--- config.mk ---
export PLATFORM = sky130hd
export DESIGN_NAME = pfra_div
export DESIGN_NICKNAME = d
export VERILOG_FILES = /design/src/sv/pfra_pkg.sv /design/src/sv/pfra_div.sv
export SDC_FILE = /design/constraint.sdc
export NUM_CORES = 1
export LEC_CHECK = 0
export CORE_AREA = 2 2 39 41
export DETAILED_ROUTE_END_ITERATION = 8
export DIE_AREA = 0 0 41 43
export DONT_BUFFER_PORTS = 1
export MAX_ROUTING_LAYER = met4
export PLACE_DENSITY = 0.54
export SLEW_MARGIN = 30
export SYNTH_ARGS = -nofsm -noshare
export SYNTH_HDL_FRONTEND = slang
export SYNTH_SLANG_ARGS = --single-unit
--- constraint.sdc ---
create_clock -name clk -period 0.8 [get_ports clk]
set_input_delay 0.08 -clock clk [delete_from_list [all_inputs] [get_ports clk]]
set_output_delay 0.08 -clock clk [all_outputs]
set_load 0.01 [all_outputs]
--- src/sv/pfra_pkg.sv ---
package pfra_pkg;

  // Field widths fixed by the request and result formats.
  localparam int ADDR_W = 24;
  localparam int CNT_W  = 13;

  // Default sizing of the frame map.
  localparam int DEF_NUM_FRAMES  = 4096;
  localparam int DEF_FRAME_BYTES = 4096;

  // Status codes.
  localparam logic STATUS_OK   = 1'b0;
  localparam logic STATUS_FAIL = 1'b1;

  // Request operations.
  typedef enum logic [1:0] {
    OP_ALLOC     = 2'd0,
    OP_FREE      = 2'd1,
    OP_RESERVE   = 2'd2,
    OP_UNRESERVE = 2'd3
  } op_t;

  // Type held for each page frame in the map.
  typedef enum logic [1:0] {
    FT_FREE     = 2'd0,
    FT_ALLOC    = 2'd1,
    FT_RESERVED = 2'd2
  } ftype_t;

  // Sequencer states.
  typedef enum logic [2:0] {
    ST_CLEAR,
    ST_IDLE,
    ST_DIV,
    ST_SCAN,
    ST_MARK,
    ST_DONE
  } state_t;

  typedef struct packed {
    op_t               operation;
    logic [ADDR_W-1:0] base_addr;
    logic [CNT_W-1:0]  run_frames;
  } in_req_t;

  typedef struct packed {
    logic              status;
    logic [ADDR_W-1:0] run_address;
    logic [CNT_W-1:0]  free_total;
    logic [CNT_W-1:0]  reserved_total;
    logic [CNT_W-1:0]  allocated_total;
  } out_rsp_t;

endpackage

--- src/sv/pfra_div.sv ---
module pfra_div import pfra_pkg::*; #(
  parameter int DIVISOR = DEF_FRAME_BYTES
) (
  input  logic              clk,
  input  logic              rst_n,
  input  logic              start,
  input  logic [ADDR_W-1:0] dividend,
  output logic              done,
  output logic [ADDR_W-1:0] quotient
);

  // Scaled reciprocal, rounded up. With SH = ADDR_W + ceil(log2(DIVISOR)) the
  // rounding error stays small enough that the quotient is exact for every
  // dividend of ADDR_W bits.
  localparam int LW = $clog2(DIVISOR);
  localparam int SH = ADDR_W + LW;
  localparam longint unsigned RECIP = ((64'd1 << SH) + DIVISOR - 1) / DIVISOR;
  localparam int MW = ADDR_W + 2;
  localparam int PW = ADDR_W + MW;
  localparam logic [MW-1:0] RECIP_C = MW'(RECIP);

  logic [ADDR_W-1:0] quo_r, quo_nxt;
  logic              done_r, done_nxt;
  logic [PW-1:0]     prod;

  // Multiply by the reciprocal; the bits above SH are the quotient.
  always_comb begin
    prod     = PW'(dividend) * PW'(RECIP_C);
    quo_nxt  = quo_r;
    done_nxt = start;
    if (start) begin
      quo_nxt = ADDR_W'(prod >> SH);
    end
  end

  // Control state.
  always_ff @(posedge clk) begin
    if (!rst_n) begin
      done_r <= 1'b0;
    end else begin
      done_r <= done_nxt;
    end
  end

  // Quotient register.
  always_ff @(posedge clk) begin
    quo_r <= quo_nxt;
  end

  assign done     = done_r;
  assign quotient = quo_r;

endmodule

**Yosys cells after proc, flatten, opt, wreduce, memory -nomap -nowiden**

Cells that the tools add are included.

- ROM bits: 0
- Memories: 0
- Word-level logic and storage cells: 2
- Output and inout port bits: 25
- Register bits: 13
- RAM bits: 0
- Input port bits: 27
- Latch bits: 0

- Reductions and logical operators: 0
- Muxes and demuxes: 0
- Equality and inequality tests: 0
- Divide/modulo/power cells: 0
- Add/sub/neg operators: 0
- Bitwise logic cells: 0
- $lt $le $gt $ge: 0
- Shifts and indexed selects: 0
- Multipliers: 0

**Logic depth before layout (Yosys ltp)**

Gate-level depths: netlist of the first run.

- Depth in word-level cells: 0
- Gate-level depth with buffers: 1
- Mapped depth without buffers: 1

**Worst setup path before layout of the first run**

No wires, ideal clock.

- Path type: register to output
- Start point: reg quo_r[0] (netlist: quotient[0])
- End point: out quotient[0]
- Setup slack: 0.326 ns
- Cell stages (with the launch flop): 1
- Data required time: 0.720 ns
- Buffers on the path: 0
- Arrival time: 0.394 ns
- Cells stage by stage: edfxtp_1

RTL lines:

| item | RTL line | RTL |
|---|---|---|
| start, declared | pfra_div.sv:22 | `logic [ADDR_W-1:0] quo_r, quo_nxt;` |
| start signal, assigned | pfra_div.sv:47 | `quo_r <= quo_nxt;` |
| end, declared | pfra_div.sv:9 | `output logic [ADDR_W-1:0] quotient` |

No word-level cell between the ends.

**Final worst setup path of the first run**

- Start point: reg quo_r[2] (netlist: quotient[2])
- End point: out quotient[2]

No word-level cell between the ends.

==> impl_results.md, run 1 <==
- Status: finished with violations
- Violated checks: negative hold slack
- DR vias: 223
- Clock sink count: 13
- Synth cell types: 5
- Core Area: 1380 um^2
- Highest clock rate: 1.29 GHz
- Worst Hold End: quotient[2]$_DFFE_PP_
- Max Cap Viol: 0
- Clock Pin Slew Worst Setup and Hold Paths: 70 ps
- DRC: 0
- Stages on worst setup path: 0
- RSZ-0062 raised after global routing: true
- Die width: between 40 and 50 um
- Cell count after synthesis: 27
- First-pass detailed-route iteration total: 1
- CTS buffer count: 3
- Initial DRC Count: 0
- Warnings, synthesis: 0
- Hold path depth: 0
- Final Hold Fails: 12
- Leak pwr: 0.238 nW
- Vias in the first global route: 214
- CTS root buffer: clkbuf_4
- Worst min path class: input port to register
- Initial core utilization: 0.347
- Max Slew Vio Count: 0
- Average size of a mapped cell: 17.8 um^2
- Io pins: 52
- Layout area overhead: 26.6%
- CP Launch Type: register
- Register area share after synthesis: 0.792
- Dpl hpwl: between 400 and 500 um
- Die ar.: 1760 um^2
- Crit. End Element: output port
- Detailed Route WL: 699 um
- Hold_sp: start
- CP max FO: 1
- Initial antenna violation count: 0
- Min Hold Slack: -76.6 ps
- Post-cts hold buffer count: 13
- Post-layout nets: 71
- Commonest non-fill, non-tap cell in the layout: dlygate4sd3_1
- Setup WS pre-CTS: 315 ps
- Req. time, crit path: 720 ps
- VDD IR max: 0.767 mV
- CTS tree: yes
- Crit path time final: slightly below 800 ps
- Drt wl/cell: 11.8 um
- # setup viols final: 0
- Vias per cell: 3.78
- Clk buf depth: 2
- Number of port buffers: 0
- Antenna-violating nets left: 0
- Layout cells sized above 1: 0.0698
- Global-route wire length before repair: 800 um
- Worst setup margin: ~24 ps
- Pwr/cell area: 2140 nW/um^2
- Floorplan row count: 14
- Post-CTS Setup Bufs: 0
- GP Congestion: 0.536
- Largest net degree at the start of global routing: 14
- Diodes inserted: 0
- CP arrival: 700 ps
- H-tree levels: 1
- Period Utilization, post-route: 0.970
- Synth Cell Area: 480 um^2
- Post_cts resized: 0
- Critical path class: register to output port
- Flop and latch count out of synthesis: 13
- Most frequent cells in the layout: dlygate4sd3_1, conb_1, edfxtp_1
- Grt ovf: 0
- GRT Overall Usage: 0.0827
- Die Span Y: 43 um
## synth_stat cells
cell / number / area share
edfxtp_1: 12 / 0.75
and2_1: 1 / 0.013
buf_4: 12 / 0.19
dfxtp_1: 1 / 0.042
conb_1: 1 / 0.0078
## how the worst max path moves through the flow
stage | to | startpoint | slack [ps]
floorplan | quotient[0] | quotient[0]$_DFFE_PP_ | 330
global placement | quotient[7] | quotient[7]$_DFFE_PP_ | 310
detailed placement | quotient[0] | quotient[0]$_DFFE_PP_ | 320
CTS | quotient[2] | quotient[2]$_DFFE_PP_ | 9
global route | quotient[11] | quotient[11]$_DFFE_PP_ | -20
finish | quotient[2] | quotient[2]$_DFFE_PP_ | 20
## cell type report
class	count	area [um^2]
clock buffer	4	26.3
fill	128	776
tap	16	20.0
multi-input combinational	13	51.3
sequential	13	380
timing repair buffer	13	130
## sequential cells by signal (all words and copies together), names as in the netlist
| register | flops |
|---|---|
| done | 1 |
| quotient | 12 |
## power by group
part	switching (mW)	total [mW]	leakage (nW)	internal (mW)
registers	0.0442	0.847	0.126	0.803
clock network	0.185	0.378	0.0150	0.193
logic	0.0351	0.0783	0.0972	0.0432
## routing by layer
layer / vias to the layer above / global-route usage / wire, um
met4: 0 / 0.100 / 0
met1: 98 / 0.0714 / 290
met5: - / - / 0
met3: 0 / 0.0576 / 127
met2: 26 / 0.100 / 281
li1: 99 / - / -
## per-stage QoR
stage	area [um^2]	instances	total power [mW]	utilization	TNS [ps]
final	608	59	1.30	0.439	0
after CTS	608	59	1.33	0.439	0
after floorplan	522	38	0.927	-	0
after global routing	608	59	1.36	0.439	-50.9
after global placement	452	42	0.889	0.326	0
after detailed placement	452	42	0.888	0.326	0
## kinds of logic (layout without fill, tap and decap cells)
| logic type | Yosys count | in the layout | synth area share |
|---|---|---|---|
| other | 1 | 12 | 0.00781 |
| buffers and inverters | 12 | 17 | 0.188 |
| AND/OR/NAND/NOR | 1 | 1 | 0.0130 |
| flip-flops | 13 | 13 | 0.792 |
(Power assumes the default switching activity.)
==> run 2: changes to the inputs <==
--- a/config.mk
+++ b/config.mk
@@ -5,12 +5,12 @@
 export SDC_FILE = /design/constraint.sdc
 export NUM_CORES = 1
 export LEC_CHECK = 0
-export CORE_AREA = 2 2 39 41
+export BUFFER_PORTS_ARGS = -buffer_cell sky130_fd_sc_hd__buf_4
+export CORE_MARGIN = 2
+export CORE_UTILIZATION = 35
 export DETAILED_ROUTE_END_ITERATION = 8
-export DIE_AREA = 0 0 41 43
-export DONT_BUFFER_PORTS = 1
 export MAX_ROUTING_LAYER = met4
-export PLACE_DENSITY = 0.54
+export PLACE_DENSITY = 0.85
 export SLEW_MARGIN = 30
 export SYNTH_ARGS = -nofsm -noshare
 export SYNTH_HDL_FRONTEND = slang
==> run 2 against run 1 <==
The flow finishes with violations (negative setup slack). Sequential cell count stayed put. Maximum frequency is 13% lower. Final cell count is 42% higher. Non-clock buffer count up 26. Cell area up 40%.
==> impl_results.md, run 2 (synthesized netlist as in run 1, its figures left out) <==
- Drt wl/cell: 12.3 um (+4.0%)
- Stages on worst setup path: 1 (+1)
- CTS buffer count: 3 (unchanged)
- DRC: 0 (unchanged)
- Largest net degree at the start of global routing: 14 (unchanged)
- # setup viols final: 12 (+12)
- Antenna-violating nets left: 0 (unchanged)
- Final Hold Fails: 0 (-12)
- GRT Overall Usage: 0.122 (+0.0395)
- Worst min path class: input port to register
- Critical path origin: quotient[7]$_DFFE_PP_
- Pwr/cell area: 1750 nW/um^2 (-18%)
- WP buf/inv: 1
- Clk buf depth: 2 (unchanged)
- CP max FO: 1 (unchanged)
- Vias in the first global route: 280 (+31%)
- Post-layout nets: 97 (+37%)
- Crit. End Element: output port
- Finished Layout Cells: 84 (+42%)
- Die width: 41.1 um (+0.12%)
- Post-CTS Setup Bufs: 0 (unchanged)
- CTS tree: yes
- First-pass detailed-route iteration total: 4 (+3)
- CTS root buffer: clkbuf_4
- Critical path's top delay family: flip-flops
- Highest clock rate: 1.12 GHz (-13%)
- Number of port buffers: 27 (+27)
- Initial antenna violation count: 0 (unchanged)
- Initial core utilization: 0.374 (+0.0267)
- VDD IR max: 1.06 mV (+38%)
- Post-Place Cells: 68 (+62%)
- Die ar.: 1690 um^2 (-4.4%)
- Dpl hpwl: 632 um (+28%)
- Max Slew Vio Count: 0 (unchanged)
- Io pins: 52 (unchanged)
- Most frequent cells in the layout: buf_4, buf_6, conb_1, dlygate4sd3_1, edfxtp_1
- Leak pwr: 0.379 nW (+59%)
- Status: finished with violations
- CP arrival: 810 ps (+110 ps)
- Layout cells sized above 1: 0.449 (+0.380)
- Critical path class: register to output port
- Crit-path max cell delay: about 400 ps
- Violated checks: negative setup slack
- Vias per cell: 3.73 (-1.4%)
- Die Span Y: 41.1 um (-4.5%)
- H-tree levels: 1 (unchanged)
- Max Cap Viol: 0 (unchanged)
- Detailed Route WL: 1040 um (+48%)
- Min Hold Slack: 16.3 ps (+92.8 ps)
- Commonest non-fill, non-tap cell in the layout: buf_4
- GP Congestion: 0.581 (+8.4%)
- Grt ovf: 0 (unchanged)
- Initial DRC Count: 6 (+6)
- Clock Pin Slew Worst Setup and Hold Paths: 80 ps (about the same)
- Clock sink count: 13 (unchanged)
- Final core utilization: 0.661 (+0.222)
- Diodes inserted: 0 (unchanged)
- Setup TNS Final: -853 ps (-853 ps)
- CP Launch Type: register
- Floorplan row count: 13 (-1)
- Setup WS pre-CTS: 193 ps (-122 ps)
- Crit path time final: 891 ps (+115 ps)
- Worst Setup EP: quotient[7]
- DR vias: 313 (+40%)
- Period Utilization, post-route: 1.11 (+0.144)
- Crit path cell chain: buf_6
- Core Area: 1280 um^2 (-7.1%)
- Max reg flops: 12 (unchanged)
- Slowest-stage cell, CP: edfxtp_1
- Global-route wire length before repair: 1140 um (+42%)
- Req. time, crit path: 720 ps (about the same)
- Worst setup margin: -90.6 ps (-115 ps)
- RSZ-0062 raised after global routing: true
- Layout area overhead: 76.8%
[run 2: through the flow]
step | power (mW) | cell area [um^2]
floorplan | 0.927 | 522
detailed placement | 1.02 | 653
global route | 1.56 | 850
global placement | 1.01 | 653
CTS | 1.48 | 818
finish | 1.49 | 850
[run 2: power breakdown]
part	switching (mW)	total (mW)	internal, mW
registers	0.0246	0.825	0.801
logic	0.102	0.271	0.170
clock network	0.199	0.391	0.193
[run 2: layout make-up]
type                    count  area (um^2)
fillers                    96          435
flip-flops and latches     13          382
repair buffers             39          372
multi-input cells          13         51.3
clock buffers               4         26.3
well taps                  15         18.8
[run 2: layer usage]
layer | GRT usage | vias up | routed length (um)
met4 | 0.125 | 0 | 0
met3 | 0.0217 | 0 | 58
li1 | - | 152 | -
met1 | 0.120 | 144 | 326
met2 | 0.195 | 17 | 649
met5 | - | - | 0
[run 2: repair_timing]
item / 4_1_cts / 5_1_grt
hold buffers: 12 / 0
resized for setup: 5 / 9
endpoints found under the hold margin: 12 / 0
pin swaps: 0 / 0
endpoints found under the setup margin: 12 / 13
gates cloned: 0 / 0
[run 2: worst min-delay path by stage]
stage                     slack (ps)  cells after the start               endpoint          from
final                             20                      2        done$_SDFF_PN0_         rst_n
after global routing              20                      2        done$_SDFF_PN0_         rst_n
after CTS                          9                      2        done$_SDFF_PN0_         rst_n
after detailed placement         260                      1  quotient[1]$_DFFE_PP_  dividend[13]
after global placement           260                      1  quotient[5]$_DFFE_PP_  dividend[17]
after floorplan                  180                      0  quotient[0]$_DFFE_PP_  dividend[12]
